`src/pid_position_controller_macros.svh`:
```
// ----------------------------------------------------------------------------
// pid_position_controller_macros.svh
// Assertion macros for the position controller; empty under synthesis.
// ----------------------------------------------------------------------------
`ifndef PID_POSITION_CONTROLLER_MACROS_SVH
`define PID_POSITION_CONTROLLER_MACROS_SVH

`ifndef SYNTHESIS

// same-cycle implication, disabled during reset
`define PIDPC_ASSERT_IMP(lbl, clk, rstn, ante, cons, msg) \
    lbl: assert property (@(posedge clk) disable iff (!rstn) (ante) |-> (cons)) \
        else $error(msg);

// next-cycle implication, disabled during reset
`define PIDPC_ASSERT_NXT(lbl, clk, rstn, ante, cons, msg) \
    lbl: assert property (@(posedge clk) disable iff (!rstn) (ante) |=> (cons)) \
        else $error(msg);

`else

`define PIDPC_ASSERT_IMP(lbl, clk, rstn, ante, cons, msg)
`define PIDPC_ASSERT_NXT(lbl, clk, rstn, ante, cons, msg)

`endif

`endif

```
`src/pidpc_pkg.sv`:
```
// ----------------------------------------------------------------------------
// pidpc_pkg
// Widths, constants and shared types of the position controller.
// ----------------------------------------------------------------------------
package pidpc_pkg;

    localparam int POS_W  = 16;
    localparam int ERR_W  = 17;
    localparam int GAIN_W = 16;
    localparam int LIM_W  = 16;
    localparam int DRV_W  = 15;
    localparam int DIFF_W = 18;
    localparam int PROD_W = 35;
    localparam int SUM_W  = 37;
    localparam int IDX_W  = 3;

    // divide by 100: magnitudes are saturated first, since any quotient
    // beyond the drive range clamps the same way
    localparam int MAG_W    = 21;
    localparam int RECIP_W  = 22;
    localparam int RECIP_SH = 28;
    localparam int QUO_W    = 15;
    localparam logic [MAG_W-1:0]   SAT_MAG = 21'd1638400;  // 100 * 16384
    localparam logic [RECIP_W-1:0] RECIP   = 22'd2684355;  // ceil(2^28 / 100)

    // pipeline stages
    localparam int ST_A   = 0;  // input register
    localparam int ST_B   = 1;  // error, integral, derivative
    localparam int ST_C   = 2;  // products
    localparam int ST_D   = 3;  // sum
    localparam int ST_E   = 4;  // magnitude and saturation
    localparam int ST_F   = 5;  // scaled quotient
    localparam int ST_G   = 6;  // clamp, result register
    localparam int NUM_ST = 7;

    typedef enum logic [IDX_W-1:0] {
        REG_GAIN_P    = 3'd0,
        REG_GAIN_I    = 3'd1,
        REG_GAIN_D    = 3'd2,
        REG_INT_ZONE  = 3'd3,
        REG_INT_LIMIT = 3'd4,
        REG_DRIVE_MAX = 3'd5,
        REG_DRIVE_MIN = 3'd6
    } t_reg_idx;

    typedef struct packed {
        logic [GAIN_W-1:0]       gain_p;
        logic [GAIN_W-1:0]       gain_i;
        logic [GAIN_W-1:0]       gain_d;
        logic [LIM_W-1:0]        integral_zone;
        logic [LIM_W-1:0]        integral_limit;
        logic signed [DRV_W-1:0] drive_max;
        logic signed [DRV_W-1:0] drive_min;
    } t_cfg;

    localparam t_cfg CFG_RESET = '{
        gain_p:         16'd550,
        gain_i:         16'd10,
        gain_d:         16'd0,
        integral_zone:  16'd200,
        integral_limit: 16'd4000,
        drive_max:      15'sd12000,
        drive_min:      -15'sd12000
    };

    typedef struct packed {
        logic [NUM_ST-1:0] ld;   // stage takes an item this cycle
        logic [NUM_ST-1:0] vld;  // stage holds an item
    } t_pipe_ctl;

endpackage

```
`src/pidpc_track.sv`:
```
// ----------------------------------------------------------------------------
// pidpc_track
// Error, zoned and clamped integral, and derivative; holds the loop state.
// ----------------------------------------------------------------------------
module pidpc_track (
    input  logic                                   i_clk,
    input  logic                                   i_rst_n,
    input  logic                                   i_ld,
    input  logic [pidpc_pkg::POS_W-1:0]            i_tgt,
    input  logic [pidpc_pkg::POS_W-1:0]            i_meas,
    input  logic [pidpc_pkg::LIM_W-1:0]            i_zone,
    input  logic [pidpc_pkg::LIM_W-1:0]            i_limit,
    output logic signed [pidpc_pkg::ERR_W-1:0]     o_err,
    output logic signed [pidpc_pkg::ERR_W-1:0]     o_acc,
    output logic signed [pidpc_pkg::DIFF_W-1:0]    o_diff
);

    logic signed [pidpc_pkg::ERR_W-1:0]  r_acc;
    logic signed [pidpc_pkg::ERR_W-1:0]  r_prev;
    logic signed [pidpc_pkg::DIFF_W-1:0] r_diff;

    logic signed [pidpc_pkg::ERR_W-1:0]  w_err;
    logic [pidpc_pkg::ERR_W-1:0]         w_mag;
    logic                                w_in_zone;
    logic signed [pidpc_pkg::DIFF_W-1:0] w_sum;
    logic signed [pidpc_pkg::DIFF_W-1:0] w_pre;
    logic signed [pidpc_pkg::DIFF_W-1:0] w_lim;
    logic signed [pidpc_pkg::DIFF_W-1:0] w_nlim;
    logic signed [pidpc_pkg::DIFF_W-1:0] w_clamp;
    logic signed [pidpc_pkg::DIFF_W-1:0] w_diff;

    always_comb begin
        w_err     = $signed({1'b0, i_tgt}) - $signed({1'b0, i_meas});
        w_mag     = w_err[pidpc_pkg::ERR_W-1] ? -w_err : w_err;
        w_in_zone = (w_mag <= {1'b0, i_zone});
        w_sum     = $signed({r_acc[pidpc_pkg::ERR_W-1], r_acc})
                  + $signed({w_err[pidpc_pkg::ERR_W-1], w_err});
        w_pre     = w_in_zone ? w_sum : '0;
        w_lim     = $signed({2'b00, i_limit});
        w_nlim    = -w_lim;
        if (w_pre > w_lim) begin
            w_clamp = w_lim;
        end else if (w_pre < w_nlim) begin
            w_clamp = w_nlim;
        end else begin
            w_clamp = w_pre;
        end
        // no derivative kick on a zero error
        if (w_err == '0) begin
            w_diff = '0;
        end else begin
            w_diff = $signed({w_err[pidpc_pkg::ERR_W-1], w_err})
                   - $signed({r_prev[pidpc_pkg::ERR_W-1], r_prev});
        end
    end

    always_ff @(posedge i_clk) begin
        if (!i_rst_n) begin
            r_acc  <= '0;
            r_prev <= '0;
        end else if (i_ld) begin
            r_acc  <= w_clamp[pidpc_pkg::ERR_W-1:0];
            r_prev <= w_err;
        end
    end

    always_ff @(posedge i_clk) begin
        if (i_ld) begin
            r_diff <= w_diff;
        end
    end

    // the state registers double as this stage's payload
    assign o_err  = r_prev;
    assign o_acc  = r_acc;
    assign o_diff = r_diff;

endmodule

```
`config.mk`:
```
export PLATFORM = sky130hd
export DESIGN_NAME = pidpc_track
export DESIGN_NICKNAME = d
export VERILOG_FILES = /design/src/pid_position_controller_macros.svh /design/src/pidpc_pkg.sv /design/src/pidpc_track.sv
export SDC_FILE = /design/constraint.sdc
export NUM_CORES = 1
export LEC_CHECK = 0
export BUFFER_PORTS_ARGS = -buffer_cell sky130_fd_sc_hd__buf_2
export CORE_ASPECT_RATIO = 1.75
export CORE_MARGIN = 1.5
export CORE_UTILIZATION = 47
export CTS_CLUSTER_SIZE = 10
export DETAILED_ROUTE_END_ITERATION = 16
export PLACE_DENSITY = 0.78
export SLEW_MARGIN = 20
export SYNTH_ARGS = -nofsm -noshare
export SYNTH_HDL_FRONTEND = slang
export SYNTH_SLANG_ARGS = --single-unit
export TNS_END_PERCENT = 1
```
`constraint.sdc`:
```
create_clock -name i_clk -period 10.15 [get_ports i_clk]
set_input_delay 0.5075 -clock i_clk [delete_from_list [all_inputs] [get_ports i_clk]]
set_output_delay 0.5075 -clock i_clk [all_outputs]
set_load 0.01 [all_outputs]
```
==> summary.txt <==
Run status
  – Status: finished clean

Synth
  – Cell variety after synth: 75
  – Avg Cell Area, Syn: 7.99 um^2
  – Synthesized cell area: 6440 um^2
  – Top area cells in the synthesized netlist: ha_1 (20%), dfxtp_1 (11%), edfxtp_1 (8.4%), xnor2_1 (5.6%), inv_1 (5.2%)
  – Post-synth EDFFs: 18
  – Post-synthesis sequential area ratio: 19.0%
  – Ys flop type: dfxtp_1
  – Syn_nets: 977
  – Post-synth top area share: 19.6%
  – Syn. warnings: 0
  – Synth async-reset ratio: 0%
  – Synth Instances: 806
  – Area leader, netlist: ha_1
  – FF+latch count, synth: 52

Route
  – ANT nets after route: 0
  – Drt first pass iters: 5
  – DRT Wirelength: 18.7 mm
  – Vias per cell: 5.88
  – DRC viols: 0
  – Avg WL per Cell: 17.2 um
  – Drt first-iter violations: 294
  – Detailed-route via count: 6393

GRT
  – Vias in the first global route: 6386
  – Initial antenna violation count: 0
  – Total GRT Usage: 26.2%
  – Global-route wire length before repair: 30.1 mm
  – GRT Residual Overflow: 0
  – Maximum number of pins on one net before global-route repair: 50

Cells and area
  – Final #Nets: 1084
  – Multi-input gate area: 4770 um^2
  – N_diodes: 0
  – Final Util: 54.8%
  – Most frequent cells in the layout: buf_2 (118), ha_1 (101), inv_1 (90)
  – Register Area: 1220 um^2
  – Commonest non-fill, non-tap cell in the layout: buf_2
  – Layout cells sized above 1: 17.3%
  – Area Growth Syn to Fin: 13.9%
  – Fillcell total: 1317

Critical path
  – Startpoint types: input pin
  – WP data arrival: 7730 ps
  – Worst path top cell family by delay: simple AND/OR/NAND/NOR gates
  – Crit path kind: in -> reg
  – CP max-delay cell: or4_1
  – Worst Path Required: 10310 ps
  – Most used cell, CP: nor2_1
  – Crit path depth: 35
  – Flop2flop setup slack: 5040 ps
  – Worst R2R End: o_acc[5]
  – Worst setup EP type: register
  – Worst Setup SP: i_tgt[0]
  – CP Max Fanout: 24
  – Worst reg2reg path startpoint: o_acc[1]
  – CP max stage delay: 510 ps
  – Critical Path End: o_acc[2]
  – FF-to-FF path depth: 21
  – Crit path buffers/inverters: 4

Job
  – Max cap viols: 0

Timing
  – Final worst setup slack: 2590 ps
  – Rel. slew slack: 32.9%
  – Max Clk Rate: 132 MHz
  – Final min period: 7560 ps
  – Total negative slack: 0 ps
  – Ratio of final minimum period to clock period: 74.5%
  – Final setup vio count: 0
  – RSZ-0062 raised after global routing: false
  – Max-slew violation count: 0
  – Actual slew at the worst max-slew pin: 999 ps
  – Fin. Hold Viols: 0
  – Clk_skew: 11.4 ps

Floorplan
  – Row Count: 56
  – Starting Density: 48.1%
  – Top Ports: 119
  – Core area: 13400 um^2
  – Die H: 158 um
  – Die area: 14400 um^2
  – Die Span X: 91.5 um

Pwr
  – Flop pwr share: 18.9%
  – Gate power share: 70.1%
  – Clock share of power: 11.0%
  – Switching Fraction: 48.7%
  – Internal power: 875 uW
  – VDD IR max: 117 uV
  – Pleak: 3.58 nW
  – Cell Pwr Density: 233 nW/um^2
  – NetSw: 831 uW

Clocking
  – CTS tree: built
  – Post-CTS Setup Inserts: 0
  – H-tree levels: 2
  – # resized after CTS: 0
  – Clk Latency, worst-skew pair: 310 ps
  – Bufs on Longest Clock Path: 2
  – Clk slew on worst S/H paths: 80 ps
  – CTS Root Cell: clkbuf_16
  – Clk sinks: 52
  – TritonCTS Buffers: 5
  – Hold buffer count at CTS: 0

Placement
  – Pre-CTS setup slack: 2210 ps
  – Port Buf Inserts: 118
  – Placer Congestion: 1.00
  – Detailed Place HPWL: 14.8 mm

Worst hold path
  – Worst min-delay path class: reg -> reg
==> per-layer routing <==
layer | global-route usage (%) | wire, um | up-vias
li1 | - | - | 3127
met1 | 25.8 | 6740 | 2984
met2 | 50.1 | 9820 | 204
met3 | 2.55 | 709 | 78
met4 | 19.0 | 1400 | 0
met5 | 0 | 0 | -
==> metrics by stage <==
stage	hold slack [ps]	cell area, um^2	instances	total power, mW
2_1_floorplan	514	6440	806	1.20
3_3_place_gp	484	7180	1080	1.48
3_5_place_dp	507	7180	1080	1.50
4_1_cts	520	7330	1088	1.70
5_1_grt	558	7330	1088	1.86
6_report	515	7330	1088	1.71
==> logic make-up after synthesis <==
logic type | share of synthesized area [%]
DFF | 19.0
adders and majority gates | 20.6
AOI/OAI and AO/OA | 23.5
buffers and inverters | 6.96
and+or+nand+nor | 20.8
muxes | 1.40
xor gates and xnor gates | 7.85
==> sequential cells by signal, summed over array words and instances (netlist names) <==
| name | flops |
|---|---|
| o_acc | 17 |
| o_err | 17 |
| o_diff | 18 |
==> cells in the mapped netlist, drive strengths merged, types with 3 or more instances <==
cell and n:
a21o 14, a211oi 11, a21oi 55, a32o 11, xnor2 42, xor2 14
nor3 24, nand4 12, buf 8, o2111ai 3, or4 9, dfxtp 34
o31ai 7, and2 6, nor2b 27, o21a 16, nand3b 3, a211o 17
o21ai 33, ha 101, nor4 6, nor2 88, o21bai 3, mux2i 9
o211ai 8, nand2 42, a31oi 5, o31a 3, inv 90, nand2b 8
edfxtp 18, nor3b 4, nand3 12, clkbuf 15, and3 7, o221ai 3
fa 3, o211a 5
==> power groups by stage <==
stage | clock (mW) | sequential (mW) | combinational [mW]
floorplan | 0 | 0.336 | 0.867
detailed placement | 0 | 0.324 | 1.18
global route | 0.200 | 0.326 | 1.34
global placement | 0 | 0.325 | 1.16
finish | 0.188 | 0.322 | 1.20
CTS | 0.192 | 0.321 | 1.19
==> worst reg2reg max path: stages (launching register included) <==
cell and delay, ps:
dfxtp_1 450, ha_1 270, a21oi_1 170, nor2b_1 80, o31ai_1 370, a2111oi_0 240, nor3b_1 340, nor2_1 150
a211oi_1 290, xor2_1 210, nor2_1 100, ha_1 310, nand4_1 120, nor3_1 180, o21ai_0 110, a21oi_1 190
o2111ai_1 180, a21oi_2 360, buf_4 350, nor2_1 80, a211o_1 280, a32o_1 190
==> cell type report <==
type	count	share of cell area (%)
Clock inverter	3	0.392
Inverter	90	4.61
Multi-Input combinational cell	641	65.1
Clock buffer	5	1.71
Sequential cell	52	16.7
Tap cell	174	2.97
Timing Repair Buffer	123	8.57
==> worst min path at each step <==
stage	start	to	depth (start not counted)
floorplan	o_err[11]	o_err[11]	2
global placement	o_err[11]	o_err[11]	2
detailed placement	o_err[11]	o_err[11]	2
CTS	o_err[11]	o_err[11]	2
global route	o_err[11]	o_err[11]	2
finish	o_err[11]	o_err[11]	2
No activity file was read; power rests on OpenSTA's default activity.
