===== config.mk =====
export PLATFORM = sky130hd
export DESIGN_NAME = pidpc_ctrl
export DESIGN_NICKNAME = d
export VERILOG_FILES = /design/src/pid_position_controller_macros.svh /design/src/pidpc_pkg.sv /design/src/pidpc_ctrl.sv
export SDC_FILE = /design/constraint.sdc
export NUM_CORES = 1
export LEC_CHECK = 0
export BUFFER_PORTS_ARGS = -buffer_cell sky130_fd_sc_hd__buf_2
export CAP_MARGIN = 30
export CELL_PAD_IN_SITES_DETAIL_PLACEMENT = 1
export CELL_PAD_IN_SITES_GLOBAL_PLACEMENT = 1
export CORE_MARGIN = 2
export CORE_UTILIZATION = 23
export CTS_CLUSTER_SIZE = 20
export DETAILED_ROUTE_END_ITERATION = 10
export PLACE_DENSITY_LB_ADDON = 0.1
export SLEW_MARGIN = 5
export SYNTH_ARGS = -nofsm -noshare
export SYNTH_HDL_FRONTEND = slang
export SYNTH_SLANG_ARGS = --single-unit

===== constraint.sdc =====
create_clock -name i_clk -period 1.05 [get_ports i_clk]
set_clock_uncertainty 0.15 [all_clocks]
set_input_delay 0.0525 -clock i_clk [delete_from_list [all_inputs] [get_ports i_clk]]
set_output_delay 0.0525 -clock i_clk [all_outputs]
set_load 0.005 [all_outputs]

===== src/pid_position_controller_macros.svh =====
// ----------------------------------------------------------------------------
// pid_position_controller_macros.svh
// Assertion macros for the position controller; empty under synthesis.
// ----------------------------------------------------------------------------
`ifndef PID_POSITION_CONTROLLER_MACROS_SVH
`define PID_POSITION_CONTROLLER_MACROS_SVH

`ifndef SYNTHESIS

// same-cycle implication, disabled during reset
`define PIDPC_ASSERT_IMP(lbl, clk, rstn, ante, cons, msg) \
    lbl: assert property (@(posedge clk) disable iff (!rstn) (ante) |-> (cons)) \
        else $error(msg);

// next-cycle implication, disabled during reset
`define PIDPC_ASSERT_NXT(lbl, clk, rstn, ante, cons, msg) \
    lbl: assert property (@(posedge clk) disable iff (!rstn) (ante) |=> (cons)) \
        else $error(msg);

`else

`define PIDPC_ASSERT_IMP(lbl, clk, rstn, ante, cons, msg)
`define PIDPC_ASSERT_NXT(lbl, clk, rstn, ante, cons, msg)

`endif

`endif


===== src/pidpc_pkg.sv =====
// ----------------------------------------------------------------------------
// pidpc_pkg
// Widths, constants and shared types of the position controller.
// ----------------------------------------------------------------------------
package pidpc_pkg;

    localparam int POS_W  = 16;
    localparam int ERR_W  = 17;
    localparam int GAIN_W = 16;
    localparam int LIM_W  = 16;
    localparam int DRV_W  = 15;
    localparam int DIFF_W = 18;
    localparam int PROD_W = 35;
    localparam int SUM_W  = 37;
    localparam int IDX_W  = 3;

    // divide by 100: magnitudes are saturated first, since any quotient
    // beyond the drive range clamps the same way
    localparam int MAG_W    = 21;
    localparam int RECIP_W  = 22;
    localparam int RECIP_SH = 28;
    localparam int QUO_W    = 15;
    localparam logic [MAG_W-1:0]   SAT_MAG = 21'd1638400;  // 100 * 16384
    localparam logic [RECIP_W-1:0] RECIP   = 22'd2684355;  // ceil(2^28 / 100)

    // pipeline stages
    localparam int ST_A   = 0;  // input register
    localparam int ST_B   = 1;  // error, integral, derivative
    localparam int ST_C   = 2;  // products
    localparam int ST_D   = 3;  // sum
    localparam int ST_E   = 4;  // magnitude and saturation
    localparam int ST_F   = 5;  // scaled quotient
    localparam int ST_G   = 6;  // clamp, result register
    localparam int NUM_ST = 7;

    typedef enum logic [IDX_W-1:0] {
        REG_GAIN_P    = 3'd0,
        REG_GAIN_I    = 3'd1,
        REG_GAIN_D    = 3'd2,
        REG_INT_ZONE  = 3'd3,
        REG_INT_LIMIT = 3'd4,
        REG_DRIVE_MAX = 3'd5,
        REG_DRIVE_MIN = 3'd6
    } t_reg_idx;

    typedef struct packed {
        logic [GAIN_W-1:0]       gain_p;
        logic [GAIN_W-1:0]       gain_i;
        logic [GAIN_W-1:0]       gain_d;
        logic [LIM_W-1:0]        integral_zone;
        logic [LIM_W-1:0]        integral_limit;
        logic signed [DRV_W-1:0] drive_max;
        logic signed [DRV_W-1:0] drive_min;
    } t_cfg;

    localparam t_cfg CFG_RESET = '{
        gain_p:         16'd550,
        gain_i:         16'd10,
        gain_d:         16'd0,
        integral_zone:  16'd200,
        integral_limit: 16'd4000,
        drive_max:      15'sd12000,
        drive_min:      -15'sd12000
    };

    typedef struct packed {
        logic [NUM_ST-1:0] ld;   // stage takes an item this cycle
        logic [NUM_ST-1:0] vld;  // stage holds an item
    } t_pipe_ctl;

endpackage


===== src/pidpc_ctrl.sv =====
// ----------------------------------------------------------------------------
// pidpc_ctrl
// Valid bits and ready chain of the pipeline; bubbles collapse under stall.
// ----------------------------------------------------------------------------
module pidpc_ctrl (
    input  logic                  i_clk,
    input  logic                  i_rst_n,
    input  logic                  i_valid,
    input  logic                  i_stall,
    output logic                  o_stall,
    output logic                  o_valid,
    output pidpc_pkg::t_pipe_ctl  o_ctl
);

    logic [pidpc_pkg::NUM_ST-1:0] r_vld;
    logic [pidpc_pkg::NUM_ST-1:0] n_vld;
    logic [pidpc_pkg::NUM_ST-1:0] w_ready;
    logic [pidpc_pkg::NUM_ST-1:0] w_vin;

    always_comb begin
        w_ready[pidpc_pkg::NUM_ST-1] = !r_vld[pidpc_pkg::NUM_ST-1] || !i_stall;
        for (int k = pidpc_pkg::NUM_ST - 2; k >= 0; k--) begin
            w_ready[k] = !r_vld[k] || w_ready[k+1];
        end
        w_vin = {r_vld[pidpc_pkg::NUM_ST-2:0], i_valid};
        n_vld = (w_ready & w_vin) | (~w_ready & r_vld);
    end

    always_ff @(posedge i_clk) begin
        if (!i_rst_n) begin
            r_vld <= '0;
        end else begin
            r_vld <= n_vld;
        end
    end

    assign o_ctl.ld  = w_ready & w_vin;
    assign o_ctl.vld = r_vld;
    assign o_stall   = !w_ready[pidpc_pkg::ST_A];
    assign o_valid   = r_vld[pidpc_pkg::NUM_ST-1];

endmodule


==> results.sh, run 1 <==
export IMPL_antenna_found_initial=0
export IMPL_drive_gt1_frac=0.716
export IMPL_numPortBuffers=19
export IMPL_hold_class="in -> reg"
export IMPL_setup_viol=14
export IMPL_violations="negative setup slack"
export IMPL_grt_first_pass_wirelength_mm=1.66
export IMPL_numCtsBuffers=3
export IMPL_fp_dieW_um=40.7
export IMPL_synth_area_sq_um=310
export IMPL_fmax_mhz=719
export IMPL_slew_viol_final=0
export IMPL_min_period_ps=1390
export IMPL_routabilityCongestion=0.713
export IMPL_synthesis_nets=36
export IMPL_clk_insertion_delay_late_ps=250
export IMPL_power_density_nw_per_um2=953
export IMPL_max_vdd_ir_drop_mv=0.561
export IMPL_route_vias_total=367
export IMPL_max_cap_viol_count=0
export IMPL_clk_pin_slew_worst_paths_ps=50
export IMPL_synth_commonest_cells="7 x dfxtp_1, 5 x nor2b_1, 3 x a21boi_0, 3 x o21a_1"
export IMPL_rsz0062_at_grt="yes"
export IMPL_status="finished with violations"
export IMPL_place_hpwl_um=781
export IMPL_netlist_top_cells_area="dfxtp_1 45%, nor2b_1 10%, a21boi_0 7.3%"
export IMPL_period_share=1.32
export IMPL_worstPathMaxFanout=3
export IMPL_yosys_warnings=0
export IMPL_finalHoldViolCount=0
export IMPL_critPathRequiredTime_ps=850
export IMPL_start_kind="flip-flop"
export IMPL_yosysMostFrequentCell="dfxtp_1"
export IMPL_synth_area_per_cell_sq_um=9.70
export IMPL_slew_headroom=0.868
export IMPL_n_fill_cell=160
export IMPL_cp_end_kind="output port"
export IMPL_syn_inst=32
export IMPL_dp_slack_ps=-176
export IMPL_drc=0
export IMPL_clock_sinks=7
export IMPL_ant_nets=0
export IMPL_antennaDiodeCount=0
export IMPL_synth_async_reset_ratio=0
export IMPL_drt_first_pass_iters=2
export IMPL_ys_ff_latch=7
export IMPL_worst_hold_slack_ps=179
export IMPL_cts_root_buf="clkbuf_4"
export IMPL_crit_type="reg -> out"
export IMPL_internal_power_w=0.000458
export IMPL_synth_edf_count=0
export IMPL_worstPathArrival_ps=1190
export IMPL_synth_ff_type="dfxtp_1"
export IMPL_coreArea_sq_um=1280
export IMPL_rows=13
export IMPL_dieArea_sq_um=1660
export IMPL_comb_power_share=0.121
export IMPL_p_sw_frac=0.222
export IMPL_grt_pass1_vias=366
export IMPL_syn_to_final_growth_pct=99.2
export IMPL_regToRegSetupSlack_ps=-180
export IMPL_start_util=0.241
export IMPL_grt_max_degree=8
export IMPL_synth_distinct_cells=15
export IMPL_worst_slack_ps=-340
export IMPL_die_y_um=40.7
export IMPL_htreeDepth=1
export IMPL_ioPinCount=20
export IMPL_drt_iter0_drc=2
export IMPL_cts_tree="done"
export IMPL_clk_path_buf_depth=2
export IMPL_p_switching_w=0.000131
export IMPL_p_seq_frac=0.468
export IMPL_worst_pin_slew_ps=195
export IMPL_final_nets=72
export IMPL_leakagePower_nw=0.301
export IMPL_grtUsageTotal=0.166
export IMPL_overflow=0
export IMPL_ys_seq_area_frac=0.452
export IMPL_drt_wl_total_mm=1.14
export IMPL_vias_per_cell=4.48
export IMPL_synth_top_area_share=0.452
export IMPL_wl_per_cell_um=13.9
export IMPL_clockPowerShare=0.410
export IMPL_yosysTopAreaCell="dfxtp_1"
## layer usage
layer / global-route usage / routed length (um) / up-vias
met5: 0 / 0 / -
met4: 0.100 / 0 / 0
met3: 0.0326 / 43 / 0
met2: 0.290 / 636 / 11
met1: 0.183 / 458 / 168
li1: - / - / 188
## cells by family (layout without fill, tap and decap cells)
kind of cell | Yosys count | count (layout) | synth area share
AOI/OAI and AO/OA | 10 | 10 | 0.230
buffers and inverters | 2 | 37 | 0.0363
DFF | 7 | 7 | 0.452
and+or+nand+nor | 13 | 13 | 0.282
## power by group through the flow
stage	registers (W)	clock network (W)	logic, W
detailed placement	0.000282	0	0.0000534
global placement	0.000282	0	0.0000508
CTS	0.000277	0.000250	0.0000670
global route	0.000276	0.000263	0.0000784
finish	0.000276	0.000242	0.0000716
floorplan	0.000285	0	0.0000146
## layout make-up
cell class	count	area, sq um	share of cell area
repair buffers	32	226	0.366
inverters	1	3.75	0.00607
multi-input cells	23	191	0.310
well taps	15	18.8	0.0304
clock buffers	4	26.3	0.0425
flip-flops and latches	7	151	0.245
## final timing paths
check	start	cells after the start	endpoint
min reg2reg	flip-flop	2	flip-flop
min	i_stall	4	flip-flop
max reg2reg	flip-flop	4	flip-flop
max	flip-flop	4	o_ctl[8]
## worst max-delay path: stages (launching register included)
cell and delay [ps]:
dfxtp_2 340, and4_4 220, and3_4 200, a21boi_2 50
buf_2 130
## metrics by stage
stage | power (W) | util | cell area (sq um) | TNS (ps) | std cells
floorplan | 0.000299 | - | 314 | -56.9 | 32
global placement | 0.000332 | 0.362 | 465 | -260 | 71
detailed placement | 0.000336 | 0.362 | 465 | -500 | 71
CTS | 0.000593 | 0.455 | 584 | -2410 | 82
global route | 0.000618 | 0.481 | 618 | -2730 | 82
finish | 0.000589 | 0.481 | 618 | -2190 | 82
## layout by cell type (no fill, tap or decap), drive strengths merged
master        instances
dlygate4sd3           2
nand4                 2
clkbuf                4
nor2                  1
and3                  1
a21boi                4
and2                  2
buf                  29
inv                   1
dfxtp                 7
nor2b                 5
dlymetal6s4s          1
a41oi                 1
a21oi                 2
o21a                  3
and4                  1
nand3                 1
## timing repair
item	CTS	global route
resized for setup	12	11
hold buffers	3	0
pin swaps	9	2
endpoints found under the setup margin	12	20
gates cloned	0	0
hold endpoints to repair	7	0
setup buffers	5	2
Power figures use the tool's default switching activity.
==> run 2, diff against run 1 <==
ABC_AREA = 1   (was not set)
CORE_UTILIZATION = 22   (was 23)
==> results.sh, run 2 <==
export IMPL_p_switching_w=0.000133
export IMPL_worstPathArrival_ps=1230
export IMPL_htreeDepth=1
export IMPL_drt_first_pass_iters=2
export IMPL_critPathRequiredTime_ps=850
export IMPL_yosysTopAreaCell="dfxtp_1"
export IMPL_finalCoreUtilization=0.460
export IMPL_power_density_nw_per_um2=946
export IMPL_antennaDiodeCount=0
export IMPL_netlist_top_cells_area="dfxtp_1 44%, inv_1 12%, a21oi_1 7.9%"
export IMPL_cts_hold_buffers=2
export IMPL_overflow=0
export IMPL_grt_first_pass_wirelength_mm=1.43
export IMPL_drc=0
export IMPL_grt_pass1_vias=333
export IMPL_clk_insertion_delay_late_ps=250
export IMPL_p_seq_frac=0.481
export IMPL_syn_to_final_growth_pct=91.3
export IMPL_internal_power_w=0.000440
export IMPL_clk_pin_slew_worst_paths_ps=50
export IMPL_final_cells=91
export IMPL_layout_common_cells="19 x buf_2, 10 x buf_4, 7 x inv_1"
export IMPL_dieArea_sq_um=1760
export IMPL_setup_viol=14
export IMPL_grtUsageTotal=0.108
export IMPL_worst_hold_slack_ps=-27.8
export IMPL_dp_cells=80
export IMPL_critical_path_endpoint="o_ctl[7]"
export IMPL_cp_end_kind="output port"
export IMPL_slew_headroom=0.874
export IMPL_comb_power_share=0.095
export IMPL_p_sw_frac=0.232
export IMPL_min_period_ps=1430
export IMPL_cts_tree="done"
export IMPL_synthesis_nets=45
export IMPL_worst_pin_slew_ps=189
export IMPL_min_from="i_stall"
export IMPL_worst_slack_ps=-379
export IMPL_setup_tns_ps=-3100
export IMPL_status="finished with violations"
export IMPL_violations="negative hold slack, negative setup slack"
export IMPL_crit_type="reg -> out"
export IMPL_final_nets=81
export IMPL_coreArea_sq_um=1320
export IMPL_synth_area_sq_um=317
export IMPL_fmax_mhz=700
export IMPL_drt_wl_total_um=870
export IMPL_die_y_um=41.9
export IMPL_regToRegSetupSlack_ps=-280
export IMPL_vias_per_cell=4.12
export IMPL_start_util=0.240
export IMPL_numCtsBuffers=3
export IMPL_rsz0062_at_grt="yes"
export IMPL_yosys_warnings=0
export IMPL_r2r_cells=6
export IMPL_synth_ff_type="dfxtp_1"
export IMPL_period_share=1.36
export IMPL_ys_ff_latch=7
export IMPL_finalHoldViolCount=1
export IMPL_start_kind="flip-flop"
export IMPL_synth_distinct_cells=12
export IMPL_synth_edf_count=0
export IMPL_worstPathMaxFanout=4
export IMPL_fp_dieW_um=41.9
export IMPL_final_common_cell="buf_2"
export IMPL_hold_class="in -> reg"
export IMPL_ys_seq_area_frac=0.443
export IMPL_rows=13
export IMPL_slew_viol_final=0
export IMPL_leakagePower_nw=0.339
export IMPL_clockPowerShare=0.424
export IMPL_clock_sinks=7
export IMPL_synth_top_area_share=0.443
export IMPL_grt_max_degree=8
export IMPL_routabilityCongestion=0.674
export IMPL_drt_iter0_drc=1
export IMPL_yosysMostFrequentCell="inv_1"
export IMPL_max_cap_viol_count=0
export IMPL_max_vdd_ir_drop_mv=0.528
export IMPL_synth_area_per_cell_sq_um=7.72
export IMPL_drive_gt1_frac=0.697
export IMPL_place_hpwl_um=626
export IMPL_syn_inst=41
export IMPL_ioPinCount=20
export IMPL_synth_async_reset_ratio=0
export IMPL_antenna_found_initial=0
export IMPL_ant_nets=0
export IMPL_route_vias_total=375
export IMPL_numPortBuffers=19
export IMPL_cts_root_buf="clkbuf_4"
export IMPL_clk_path_buf_depth=2
export IMPL_synth_commonest_cells="10 x inv_1, 7 x dfxtp_1, 6 x nand2_1"
export IMPL_wl_per_cell_um=9.56
==> run 2: final cells by class <==
| type | instances | area, sq um |
|---|---|---|
| Clock buffer | 4 | 26.3 |
| Fill cell | 178 | 712 |
| Inverter | 11 | 45.0 |
| Multi-Input combinational cell | 22 | 159 |
| Sequential cell | 7 | 155 |
| Tap cell | 15 | 18.8 |
| Timing Repair Buffer | 32 | 201 |
==> run 2: metal layers <==
metal,global-route usage,wire (um),vias up
met4,0.0774,16,0
met5,0,0,-
met1,0.131,375,163
met2,0.156,403,16
li1,-,-,194
met3,0.0391,74,2
==> run 2: stage by stage <==
stage / setup slack, ps / area [sq um] / total power, W
final: -379 / 606 / 0.000573
after global placement: -104 / 490 / 0.000323
after CTS: -379 / 581 / 0.000583
after global routing: -469 / 606 / 0.000614
after detailed placement: -123 / 490 / 0.000323
after floorplan: -43.8 / 339 / 0.000296
==> run 2: cell families (layout without fill, tap and decap cells) <==
| group | count (synthesis) | in the layout | synth area share |
|---|---|---|---|
| AND/OR/NAND/NOR | 15 | 15 | 0.277 |
| flip-flops | 7 | 7 | 0.443 |
| buffers and inverters | 12 | 47 | 0.154 |
| AO/OA/AOI/OAI | 7 | 7 | 0.126 |
==> run 2: power groups by stage <==
stage	Combinational (W)	Sequential (W)	Clock (W)
3_5_place_dp	0.0000454	0.000278	0
5_1_grt	0.0000602	0.000276	0.000278
4_1_cts	0.0000514	0.000274	0.000258
3_3_place_gp	0.0000453	0.000278	0
6_report	0.0000547	0.000275	0.000243
2_1_floorplan	0.0000178	0.000278	0
==> run 2: worst min path at each step <==
stage | to | slack (ps) | cells past startpoint
floorplan | flip-flop | 60 | 2
global placement | flip-flop | 190 | 3
detailed placement | flip-flop | 200 | 3
CTS | flip-flop | -30 | 3
global route | flip-flop | -4 | 3
finish | flip-flop | -30 | 3
==> run 2: what timing repair did <==
action | 4_1_cts | 5_1_grt
hold endpoints to repair | 3 | 1
endpoints found under the setup margin | 17 | 19
gates cloned | 0 | 0
resized for setup | 4 | 8
setup buffers | 4 | 1
pin swaps | 2 | 2
==> run 2: worst max-delay path, stage by stage (launching register included) <==
cell     delay (ps)
dfxtp_4         350
nand4_4         110
nor2_4          180
nand4_4         100
inv_2            80
nor2_2           30
buf_2           120
