`src/pid_position_controller_macros.svh`:
```
// ----------------------------------------------------------------------------
// pid_position_controller_macros.svh
// Assertion macros for the position controller; empty under synthesis.
// ----------------------------------------------------------------------------
`ifndef PID_POSITION_CONTROLLER_MACROS_SVH
`define PID_POSITION_CONTROLLER_MACROS_SVH

`ifndef SYNTHESIS

// same-cycle implication, disabled during reset
`define PIDPC_ASSERT_IMP(lbl, clk, rstn, ante, cons, msg) \
    lbl: assert property (@(posedge clk) disable iff (!rstn) (ante) |-> (cons)) \
        else $error(msg);

// next-cycle implication, disabled during reset
`define PIDPC_ASSERT_NXT(lbl, clk, rstn, ante, cons, msg) \
    lbl: assert property (@(posedge clk) disable iff (!rstn) (ante) |=> (cons)) \
        else $error(msg);

`else

`define PIDPC_ASSERT_IMP(lbl, clk, rstn, ante, cons, msg)
`define PIDPC_ASSERT_NXT(lbl, clk, rstn, ante, cons, msg)

`endif

`endif

```
`src/pidpc_pkg.sv`:
```
// ----------------------------------------------------------------------------
// pidpc_pkg
// Widths, constants and shared types of the position controller.
// ----------------------------------------------------------------------------
package pidpc_pkg;

    localparam int POS_W  = 16;
    localparam int ERR_W  = 17;
    localparam int GAIN_W = 16;
    localparam int LIM_W  = 16;
    localparam int DRV_W  = 15;
    localparam int DIFF_W = 18;
    localparam int PROD_W = 35;
    localparam int SUM_W  = 37;
    localparam int IDX_W  = 3;

    // divide by 100: magnitudes are saturated first, since any quotient
    // beyond the drive range clamps the same way
    localparam int MAG_W    = 21;
    localparam int RECIP_W  = 22;
    localparam int RECIP_SH = 28;
    localparam int QUO_W    = 15;
    localparam logic [MAG_W-1:0]   SAT_MAG = 21'd1638400;  // 100 * 16384
    localparam logic [RECIP_W-1:0] RECIP   = 22'd2684355;  // ceil(2^28 / 100)

    // pipeline stages
    localparam int ST_A   = 0;  // input register
    localparam int ST_B   = 1;  // error, integral, derivative
    localparam int ST_C   = 2;  // products
    localparam int ST_D   = 3;  // sum
    localparam int ST_E   = 4;  // magnitude and saturation
    localparam int ST_F   = 5;  // scaled quotient
    localparam int ST_G   = 6;  // clamp, result register
    localparam int NUM_ST = 7;

    typedef enum logic [IDX_W-1:0] {
        REG_GAIN_P    = 3'd0,
        REG_GAIN_I    = 3'd1,
        REG_GAIN_D    = 3'd2,
        REG_INT_ZONE  = 3'd3,
        REG_INT_LIMIT = 3'd4,
        REG_DRIVE_MAX = 3'd5,
        REG_DRIVE_MIN = 3'd6
    } t_reg_idx;

    typedef struct packed {
        logic [GAIN_W-1:0]       gain_p;
        logic [GAIN_W-1:0]       gain_i;
        logic [GAIN_W-1:0]       gain_d;
        logic [LIM_W-1:0]        integral_zone;
        logic [LIM_W-1:0]        integral_limit;
        logic signed [DRV_W-1:0] drive_max;
        logic signed [DRV_W-1:0] drive_min;
    } t_cfg;

    localparam t_cfg CFG_RESET = '{
        gain_p:         16'd550,
        gain_i:         16'd10,
        gain_d:         16'd0,
        integral_zone:  16'd200,
        integral_limit: 16'd4000,
        drive_max:      15'sd12000,
        drive_min:      -15'sd12000
    };

    typedef struct packed {
        logic [NUM_ST-1:0] ld;   // stage takes an item this cycle
        logic [NUM_ST-1:0] vld;  // stage holds an item
    } t_pipe_ctl;

endpackage

```
`src/pidpc_scale.sv`:
```
// ----------------------------------------------------------------------------
// pidpc_scale
// Divide by 100 toward zero, then clamp; holds the result register.
// ----------------------------------------------------------------------------
module pidpc_scale (
    input  logic                                   i_clk,
    input  logic                                   i_ld_mag,
    input  logic                                   i_ld_quo,
    input  logic                                   i_ld_out,
    input  logic signed [pidpc_pkg::SUM_W-1:0]     i_sum,
    input  logic signed [pidpc_pkg::ERR_W-1:0]     i_err,
    input  logic signed [pidpc_pkg::DRV_W-1:0]     i_drive_max,
    input  logic signed [pidpc_pkg::DRV_W-1:0]     i_drive_min,
    output logic signed [pidpc_pkg::DRV_W-1:0]     o_drive,
    output logic signed [pidpc_pkg::ERR_W-1:0]     o_err
);

    localparam int SCL_W = pidpc_pkg::MAG_W + pidpc_pkg::RECIP_W;

    logic [pidpc_pkg::SUM_W-1:0]         w_abs;
    logic [pidpc_pkg::MAG_W-1:0]         w_mag;
    logic [SCL_W-1:0]                    w_scaled;
    logic signed [pidpc_pkg::DRV_W:0]    w_quo_s;
    logic signed [pidpc_pkg::DRV_W:0]    w_drv;
    logic signed [pidpc_pkg::DRV_W:0]    w_max;
    logic signed [pidpc_pkg::DRV_W:0]    w_min;
    logic signed [pidpc_pkg::DRV_W:0]    w_hi;
    logic signed [pidpc_pkg::DRV_W:0]    w_res;

    logic [pidpc_pkg::MAG_W-1:0]         r_mag;
    logic                                r_neg_e;
    logic signed [pidpc_pkg::ERR_W-1:0]  r_err_e;
    logic [pidpc_pkg::QUO_W-1:0]         r_quo;
    logic                                r_neg_f;
    logic signed [pidpc_pkg::ERR_W-1:0]  r_err_f;
    logic signed [pidpc_pkg::DRV_W-1:0]  r_drive;
    logic signed [pidpc_pkg::ERR_W-1:0]  r_err_g;

    always_comb begin
        w_abs = i_sum[pidpc_pkg::SUM_W-1] ? -i_sum : i_sum;
        // past the drive range every quotient clamps alike
        if (w_abs > pidpc_pkg::SUM_W'(pidpc_pkg::SAT_MAG)) begin
            w_mag = pidpc_pkg::SAT_MAG;
        end else begin
            w_mag = w_abs[pidpc_pkg::MAG_W-1:0];
        end
        w_scaled = SCL_W'(r_mag) * SCL_W'(pidpc_pkg::RECIP);
        w_quo_s  = $signed({1'b0, r_quo});
        w_drv    = r_neg_f ? -w_quo_s : w_quo_s;
        w_max    = $signed({i_drive_max[pidpc_pkg::DRV_W-1], i_drive_max});
        w_min    = $signed({i_drive_min[pidpc_pkg::DRV_W-1], i_drive_min});
        // upper bound first, lower bound wins when the two cross
        w_hi     = (w_drv > w_max) ? w_max : w_drv;
        w_res    = (w_hi < w_min) ? w_min : w_hi;
    end

    always_ff @(posedge i_clk) begin
        if (i_ld_mag) begin
            r_mag   <= w_mag;
            r_neg_e <= i_sum[pidpc_pkg::SUM_W-1];
            r_err_e <= i_err;
        end
        if (i_ld_quo) begin
            r_quo   <= w_scaled[pidpc_pkg::RECIP_SH +: pidpc_pkg::QUO_W];
            r_neg_f <= r_neg_e;
            r_err_f <= r_err_e;
        end
        if (i_ld_out) begin
            r_drive <= w_res[pidpc_pkg::DRV_W-1:0];
            r_err_g <= r_err_f;
        end
    end

    assign o_drive = r_drive;
    assign o_err   = r_err_g;

endmodule

```
`config.mk`:
```
export PLATFORM = sky130hd
export DESIGN_NAME = pidpc_scale
export DESIGN_NICKNAME = d
export VERILOG_FILES = /design/src/pid_position_controller_macros.svh /design/src/pidpc_pkg.sv /design/src/pidpc_scale.sv
export SDC_FILE = /design/constraint.sdc
export NUM_CORES = 1
export LEC_CHECK = 0
export ABC_AREA = 1
export BUFFER_PORTS_ARGS = -buffer_cell sky130_fd_sc_hd__buf_4
export CAP_MARGIN = 15
export CORE_AREA = 2 2 217 219
export DETAILED_ROUTE_END_ITERATION = 6
export DIE_AREA = 0 0 219 221
export GPL_ROUTABILITY_DRIVEN = 0
export SYNTH_ARGS = -nofsm -noshare
export SYNTH_HDL_FRONTEND = slang
export SYNTH_SLANG_ARGS = --single-unit
```
`constraint.sdc`:
```
create_clock -name i_clk -period 6 [get_ports i_clk]
set_input_delay 0.6 -clock i_clk [delete_from_list [all_inputs] [get_ports i_clk]]
set_output_delay 0.6 -clock i_clk [all_outputs]
set_load 0.005 [all_outputs]
```
==> results.cfg, run 1 <==
[outcome]
run_status = finished, final reports clean

[clock_network]
cts_tree = built
clk_pin_slew_ns = 0.08
cts_htree_levels = 3
hold_buffers = 0
cts_buffers = 9
clk_path_buf_depth = 2
clock-root-buffer = clkbuf_16
cts.sink_count = 104
clock_latency_ns = 0.37

[detailed_routing]
viasPerCell = 4.426
wirelength_um = 30860
dr.pass1.iters = 7
drc = 0
drtIter0Drc = 543
wl_per_cell_um = 13.63
final_antenna_net_count = 0
vias = 10024

[placed_design]
port_buffers = 119
dp_hpwl_um = 26600

[min_path]
hp-class = in2reg

[yosys]
ys_warn_count = 0
syn_area_per_cell_um2 = 9.395
synth_xor_area_share_pct = 3.665
synth_area_leader_cell = fa_1
synthCells = 1450
synth.area.mux_share_pct = 0
yosysTopAreaCellShare_pct = 22.92
synth_ff_type = edfxtp_1
synth_top_family_by_area = adder cells
synth_nets = 1932
synth_area_um2 = 13620
synth_compound_area_share_pct = 6.117
synth_cell_type_count = 43
synth_seq_area_share_pct = 22.92
synth_edf_count = 104
synth-seq-cells = 104
synth-simple-area-share_pct = 12.42
async_flop_share_pct = 0
synth_fa_ha_area_share_pct = 44.78
synth_area_leaders = fa_1 23%, edfxtp_1 23%, ha_1 22%

[floorplan]
row_count = 79
core_area_um2 = 46060
initial_utilization_pct = 29.58
die_x_um = 219
die_y_um = 221
die_area_um2 = 48400
ioPinCount = 120

[grt]
grt_max_degree = 40
grt_pass1_wl_um = 49850
grt_antenna_before_repair = 0
grt_usage_pct = 12.72
overflow = 0
grt_pass1_vias = 10336

[timing]
skew_ns = 0.01201
hold_viol = 0
worst_slew_pin_slew_ns = 0.5693
setup_viol = 0
post-route-period-util_pct = 97.24
worst_hold_slack_ns = 0.4110
drv_slew = 0
relSlewSlack_pct = 62.04
rsz0062_at_grt = true
fmax_mhz = 171.4
fin_crit_ns = 5.835

[setup_path]
cp.required_ns = 6.11
start_kind = flip-flop
crit_type = reg2reg
critPathMaxFanout = 3
critPathArrivalTime_ns = 5.95
cp-end-kind = flip-flop

[final_layout]
area_delta_synth_final_pct = 21.69
diodes = 0
final_nets = 2135
drive_gt1_share_pct = 19.24

[job]
cap_violations = 0
cells by family (layout without fill, tap and decap cells):
family          count (synthesis)  after routing
flops                         104            104
fa+ha+maj                     394            394
simple gates                  386            386
xor+xnor                       57             57
compound gates                146            146
buf+inv                       363            571
layer usage:
layer  GRT usage [%]  vias up  share of wire, %
met2           21.60      213                47
met4           2.790        0               1.8
met1           17.23     4745                47
met5               0        -                 0
li1                -     5028                 -
met3           1.608       38               4.1
layout make-up:
cell class | count | area (um2)
Tap cell | 607 | 759.5
Sequential cell | 104 | 3123
Clock inverter | 7 | 93.84
Fill cell | 4623 | 29480
Clock buffer | 9 | 225.2
Inverter | 352 | 1321
Multi-Input combinational cell | 983 | 9520
Timing Repair Buffer | 203 | 1535
critical path, cell delays in order (launching register included):
cell and delay, ns:
edfxtp_1 0.48, buf_4 0.18, ha_2 0.33, fa_1 0.55, inv_1 0.06, fa_1 0.50
inv_1 0.05, fa_1 0.47, fa_1 0.54, inv_1 0.05, fa_1 0.52, inv_1 0.04
ha_1 0.19, ha_1 0.32, a21oi_1 0.24, o21ai_2 0.10, nand2_1 0.08, nand2_2 0.05
a211oi_2 0.23, nand2_2 0.12, a21oi_4 0.19, inv_1 0.05, nand2_1 0.05, nand2_1 0.05
xor2_1 0.13
flip-flops by register name, summed over array words and instances, names as in the netlist:
register / cells
r_err_f: 17
r_mag: 21
o_err: 17
o_drive: 15
r_neg_f: 1
r_err_e: 17
r_neg_e: 1
r_quo: 15
timing repair:
action / 4_1_cts / 5_1_grt
pin swaps: 2 / 50
gates resized for setup: 7 / 69
setup buffers: 2 / 10
setup endpoints to repair: 8 / 14
hold endpoints to repair: 0 / 0
worst paths after layout:
check | start | end | slack [ns] | cells after the start
worst min register to register | r_err_e[15] | r_err_f[15] | 0.41 | 0
worst max-delay path | r_mag[9] | r_quo[13] | 0.17 | 24
worst max register to register | r_mag[9] | r_quo[13] | 0.17 | 24
worst min-delay path | i_err[11] | r_err_e[11] | 0.41 | 1
per-stage QoR:
stage / setup WS, ns / cell area, um2 / setup TNS, ns / util (%) / cells
6_report: 0.1655 / 16580 / 0 / 35.99 / 2265
5_1_grt: -0.1306 / 16580 / -0.4972 / 35.99 / 2265
4_1_cts: 0.002857 / 16110 / 0 / 34.97 / 2255
3_5_place_dp: -0.2524 / 15760 / -1.084 / 34.22 / 2237
3_3_place_gp: -0.1556 / 15760 / -0.6089 / 34.22 / 2237
2_1_floorplan: 0.1357 / 13620 / 0 / - / 1450
cell usage after synthesis, types with 2 or more instances:
cell type and n:
inv_1 347, ha_1 238, nand2_1 202, fa_1 156, edfxtp_1 104, nor2_1 81, a21oi_1 61, o21ai_0 46
nand3_1 45, xor2_1 38, xnor2_1 19, nor3_1 16, a21oi_2 10, nand4_1 9, clkbuf_1 8, or2_2 7
a21boi_0 6, a31oi_1 5, nand3_2 5, nor4_1 5, inv_2 4, nor2_2 4, a21o_1 3, nor3_2 3
o21a_1 3, a211oi_1 2, nand3b_1 2, nor3b_1 2, o211ai_1 2, o21ai_1 2, o21ai_2 2, o21bai_1 2
cell usage in the layout (no fill, tap or decap), types with 6 or more instances in the layout:
master and n:
nor2_2 6, clkbuf_16 9, a21oi_1 50, inv_1 341
nand3_1 45, xor2_1 38, ha_1 214, a21oi_2 20
ha_4 22, buf_4 200, xnor2_1 19, fa_1 150
o21ai_0 38, or2_2 7, nand2_2 7, nand4_1 9
o21ai_1 6, nor2_1 79, nand2_1 196, nor3_1 16
inv_2 10, fa_2 6, edfxtp_1 104
Power of run 1 is left out: the tool's default activity adds up to more than one toggle a clock period on the data nets, which glitch-free logic cannot reach.
==> run 2: changes to the inputs <==
- clock period: 6 -> 6.2 ns (I/O delays scaled with it)
==> run 2 against run 1 <==
Net effect:
- critical path depth fell by 3
- design area decreased by 4.5%
- core utilization shrank 1.6 points
- global-route usage is 0.12 points higher
- non-clock buffer count decreased by 51
- die area is the same
- maximum frequency decreased by 2.2%
- via count shrank 2.7%
- sequential cell count stayed put
- worst setup slack better by 0.066 ns
- clock skew fell by 0.0013 ns
- critical path type unchanged
==> results.cfg, run 2 (same netlist as run 1, synthesis figures left out) <==
[outcome]
run_status = finished, final reports clean

[final_layout]
final_common_cell = inv_1
final_cell_mix = 345 x inv_1, 238 x ha_1, 201 x nand2_1
area_delta_synth_final_pct = 16.17
final_nets = 2084
top_register = r_mag
diodes = 0
drive_gt1_share_pct = 13.63
largest_reg_flops = 21

[timing]
worst_slew_pin_slew_ns = 0.5801
hold_viol = 0
skew_ns = 0.01075
relSlewSlack_pct = 61.32
post-route-period-util_pct = 96.26
tns_ns = 0
fmax_mhz = 167.6
setup_viol = 0
drv_slew = 0
setup_ws_ns = 0.2317
fin_crit_ns = 5.968

[detailed_routing]
dr.pass1.iters = 5
wirelength_um = 30250
final_antenna_net_count = 0
wl_per_cell_um = 13.66
drtIter0Drc = 494
viasPerCell = 4.405
vias = 9753
drc = 0

[clock_network]
clock-root-buffer = clkbuf_16
cts_tree = built
clk_pin_slew_ns = 0.08
cts.sink_count = 104
clock_latency_ns = 0.36
cts_buffers = 9
hold_buffers = 0
cts_htree_levels = 3
clk_path_buf_depth = 2

[grt]
grt_pass1_wl_um = 50100
grt_max_degree = 40
grt_antenna_before_repair = 0
grt_usage_pct = 12.84
grt_pass1_vias = 10231
overflow = 0

[power]
max-vdd-ir-drop_v = 0.0004094
power.leakage_nw = 8.032
power.density_nw_per_um2 = 558.0

[floorplan]
core_area_um2 = 46060
die_y_um = 221
row_count = 79
initial_utilization_pct = 29.58
ioPinCount = 120
die_x_um = 219
die_area_um2 = 48400

[setup_path]
crit_chain = buf_4, ha_1, fa_1, fa_1, inv_1, fa_1, inv_1, fa_1, fa_1, ha_1, ha_1, a21oi_1, o21a_1, nor2_1, a211oi_2, nand2_2, a21oi_2, inv_1, nand2_1, nand2_1, xor2_1
start_kind = flip-flop
cp-end-kind = flip-flop
slowest_stage = fa_1
cp_common_cell = fa_1
critPathArrivalTime_ns = 6.08
slowest_delay_ns = 0.56
critPathMaxFanout = 5
crit_type = reg2reg
cp.required_ns = 6.31

[placed_design]
port_buffers = 119
dp_hpwl_um = 26600
pre_cts_slack_ns = -0.08021

[min_path]
hp-class = reg2reg

[job]
cap_violations = 0
run 2: cell count changes in the layout (fill, tap and decap cells not counted), moves of 6 or more:
cell	delta
fa_1	+6
ha_4	-22
a21oi_1	+6
ha_1	+24
buf_4	-48
fa_2	-6
run 2: metal layers:
layer / track usage (%) / part of all wire [%]
met5: 0 / 0
met4: 2.376 / 1.4
met3: 2.474 / 5.9
met2: 21.61 / 46
met1: 17.19 / 46
run 2: power by group:
part	switching [W]	total [W]	internal, W	leakage, nW
registers	0.0000637	0.00113	0.00107	1.02
clock network	0.000293	0.000585	0.000292	0.154
logic	0.00416	0.00712	0.00295	6.86
total	0.00452	0.00883	0.00431	8.03
run 2: worst paths after layout:
kind | slack (ns) | cells past startpoint | from | to
min | 0.42 | 0 | r_err_e[15] | r_err_f[15]
min reg2reg | 0.42 | 0 | r_err_e[15] | r_err_f[15]
max reg2reg | 0.23 | 21 | r_mag[18] | r_quo[13]
max | 0.23 | 21 | r_mag[18] | r_quo[13]
run 2: per-stage QoR:
stage | instances | utilization [%] | hold slack, ns | total power (W) | area [um2]
after floorplan | 1450 | - | 0.4003 | 0.006316 | 13620
after global placement | 2188 | 33.42 | 0.4019 | 0.007911 | 15390
after detailed placement | 2188 | 33.42 | 0.4045 | 0.007993 | 15390
after CTS | 2208 | 34.18 | 0.4127 | 0.008714 | 15740
after global routing | 2214 | 34.36 | 0.4080 | 0.01010 | 15830
final | 2214 | 34.36 | 0.4153 | 0.008832 | 15830
run 2: what timing repair did:
item                                    4_1_cts  5_1_grt
endpoints found under the setup margin        5       10
resized for setup                             1       18
pin swaps                                     0        9
setup buffers                                 4        6
run 2: cell type report:
| cell class | count | area [um2] |
|---|---|---|
| timing repair buffer | 152 | 1141 |
| fill | 4722 | 30240 |
| clock buffer | 9 | 225.2 |
| inverter | 352 | 1321 |
| sequential | 104 | 3123 |
| multi-input combinational | 983 | 9163 |
| clock inverter | 7 | 93.84 |
| tap | 607 | 759.5 |
run 2: critical path: cells and delay by family (launching register included):
kind	cells	cell delay [ns]
xor gates and xnor gates	1	0.13
DFF	1	0.44
adders and majority gates	8	3.70
AOI/OAI and AO/OA	4	0.79
buffers and inverters	4	0.38
and+or+nand+nor	4	0.28
Note: power is estimated with default switching activity, not from simulation.
==> run 3: changes to the inputs <==
- CAP_MARGIN: 15 -> unset
- HOLD_SLACK_MARGIN: unset -> 0.08
- clock period: 6.2 -> 4.9 ns (I/O delays scaled with it)
==> run 3 against run 2 <==
Net effect:
- the run now ends with negative setup slack left
- core utilization grew 3.0 points
- first-iteration DRC count down 27%
- maximum frequency is 2.6% higher
- sequential share of layout area fell by 1.6 points
- worst setup slack got worse by 1.1 ns
- critical path depth grew 2
- register-to-register slack worse by 1.1 ns
- die area is the same
- clock skew up 0.0032 ns
- critical endpoint unchanged
- largest cell class unchanged
==> results.cfg, run 3 (same netlist as run 1, synthesis figures left out) <==
[final_layout]
final_nets = 2213
final-instance-count-excl-fill = 2343
largest_reg_flops = 21
final_cell_mix = 340 x inv_1, 274 x buf_4, 221 x ha_1
diodes = 0
area_delta_synth_final_pct = 26.19
final_common_cell = inv_1
drive_gt1_share_pct = 23.79
top_register = r_mag
final_util_pct = 37.32

[detailed_routing]
wirelength_um = 31610
dr.pass1.iters = 5
drc = 0
vias = 10253
route.met3.wl_um = 1348
viasPerCell = 4.376
route.met2.wl_um = 15350
final_antenna_net_count = 0
drtIter0Drc = 361
wl_met1_um = 14460
wl_per_cell_um = 13.49
top_layer = met4

[timing]
setup_viol = 15
skew_ns = 0.01397
relSlewSlack_pct = 61.52
post-route-period-util_pct = 118.7
fin_crit_ns = 5.817
setup_ws_ns = -0.9172
worst_slew_pin_slew_ns = 0.5772
rsz0062_at_grt = true
fmax_mhz = 171.9
drv_slew = 0
hold_viol = 0

[setup_path]
cp-end-kind = flip-flop
reg2reg_slack_ns = -0.92
timing.rr.start = r_mag[3]
critPathMaxFanout = 5
critPathArrivalTime_ns = 5.93
reg2regPathDepth = 23
start_kind = flip-flop
startpoint = r_mag[3]
crit_type = reg2reg
cp.required_ns = 5.01
timing.rr.end = r_quo[13]

[grt]
grt_usage_pct = 13.45
grt_max_degree = 40
grt_pass1_vias = 10958
grt_antenna_before_repair = 0
overflow = 0
grt_pass1_wl_um = 52580

[outcome]
run_status = finished, violations left
violations = negative setup slack

[clock_network]
hold_buffers = 0
cts_htree_levels = 3
clock-root-buffer = clkbuf_16
clk_path_buf_depth = 2
cts_buffers = 9
cts_tree = built
clk_pin_slew_ns = 0.08
cts.sink_count = 104
clock_latency_ns = 0.37

[floorplan]
die_x_um = 219
core_area_um2 = 46060
ioPinCount = 120
initial_utilization_pct = 29.58
die_y_um = 221
row_count = 79
die_area_um2 = 48400

[placed_design]
dp.cells = 2307
port_buffers = 119
pre_cts_slack_ns = -1.122
dp_hpwl_um = 27570

[job]
cap_violations = 0

[min_path]
hold_start = i_err[8]
hp-class = in2reg
hold_path_end = r_err_e[8]
holdPathStages = 1
run 3: cell count changes in the layout (fill, tap and decap cells not counted), sizes merged:
cell,before,now
buf,152,281
run 3: cell type report:
type                    instances  area, um2
clock inverters                 7      93.84
repair buffers                281       2136
inverters                     352       1321
well taps                     607      759.5
clock buffers                   9      225.2
fillers                      4612      28870
flip-flops and latches        104       3123
multi-input cells             983       9533
run 3: routing by layer:
metal  global-route usage, %  vias to the layer above
met4                   3.160                        0
met2                   23.55                      224
met1                   17.42                     4825
met5                       0                        -
li1                        -                     5172
met3                   1.897                       32
run 3: metrics by stage:
stage / hold slack (ns) / setup TNS (ns) / area (um2)
after detailed placement: 0.4045 / -14.47 / 16360
after global routing: 0.2769 / -15.82 / 17190
after floorplan: 0.4003 / -7.716 / 13700
final: 0.2911 / -12.27 / 17190
after CTS: 0.2778 / -12.30 / 16970
after global placement: 0.4006 / -12.80 / 16360
run 3: worst max-delay path by stage:
| stage | slack, ns | to | cells past startpoint |
|---|---|---|---|
| finish | -0.92 | r_quo[13] | 23 |
| global route | -1.16 | r_quo[13] | 21 |
| CTS | -0.90 | r_quo[12] | 22 |
| detailed placement | -1.12 | r_quo[8] | 21 |
| global placement | -0.98 | r_quo[8] | 21 |
| floorplan | -0.66 | r_quo[13] | 23 |
run 3: repair_timing:
action / in CTS / in global routing
gates resized for setup: 34 / 53
setup endpoints to repair: 30 / 30
pin swaps: 30 / 28
buffers inserted: 17 / 4
run 3: worst max-delay path, cell delays in order, from the launching register on:
cell,delay (ns)
edfxtp_1,0.49
buf_6,0.17
fa_2,0.55
fa_1,0.44
fa_1,0.52
fa_1,0.43
fa_1,0.51
inv_2,0.04
fa_1,0.53
inv_1,0.05
fa_1,0.50
inv_2,0.05
ha_4,0.16
a21oi_2,0.13
o21ai_2,0.08
nand2_1,0.07
nand2_2,0.06
a211oi_2,0.20
nand2_2,0.13
a21oi_4,0.16
inv_1,0.06
nand2_1,0.05
nand2_1,0.05
xor2_1,0.14
Power of run 3 is left out for the same reason.
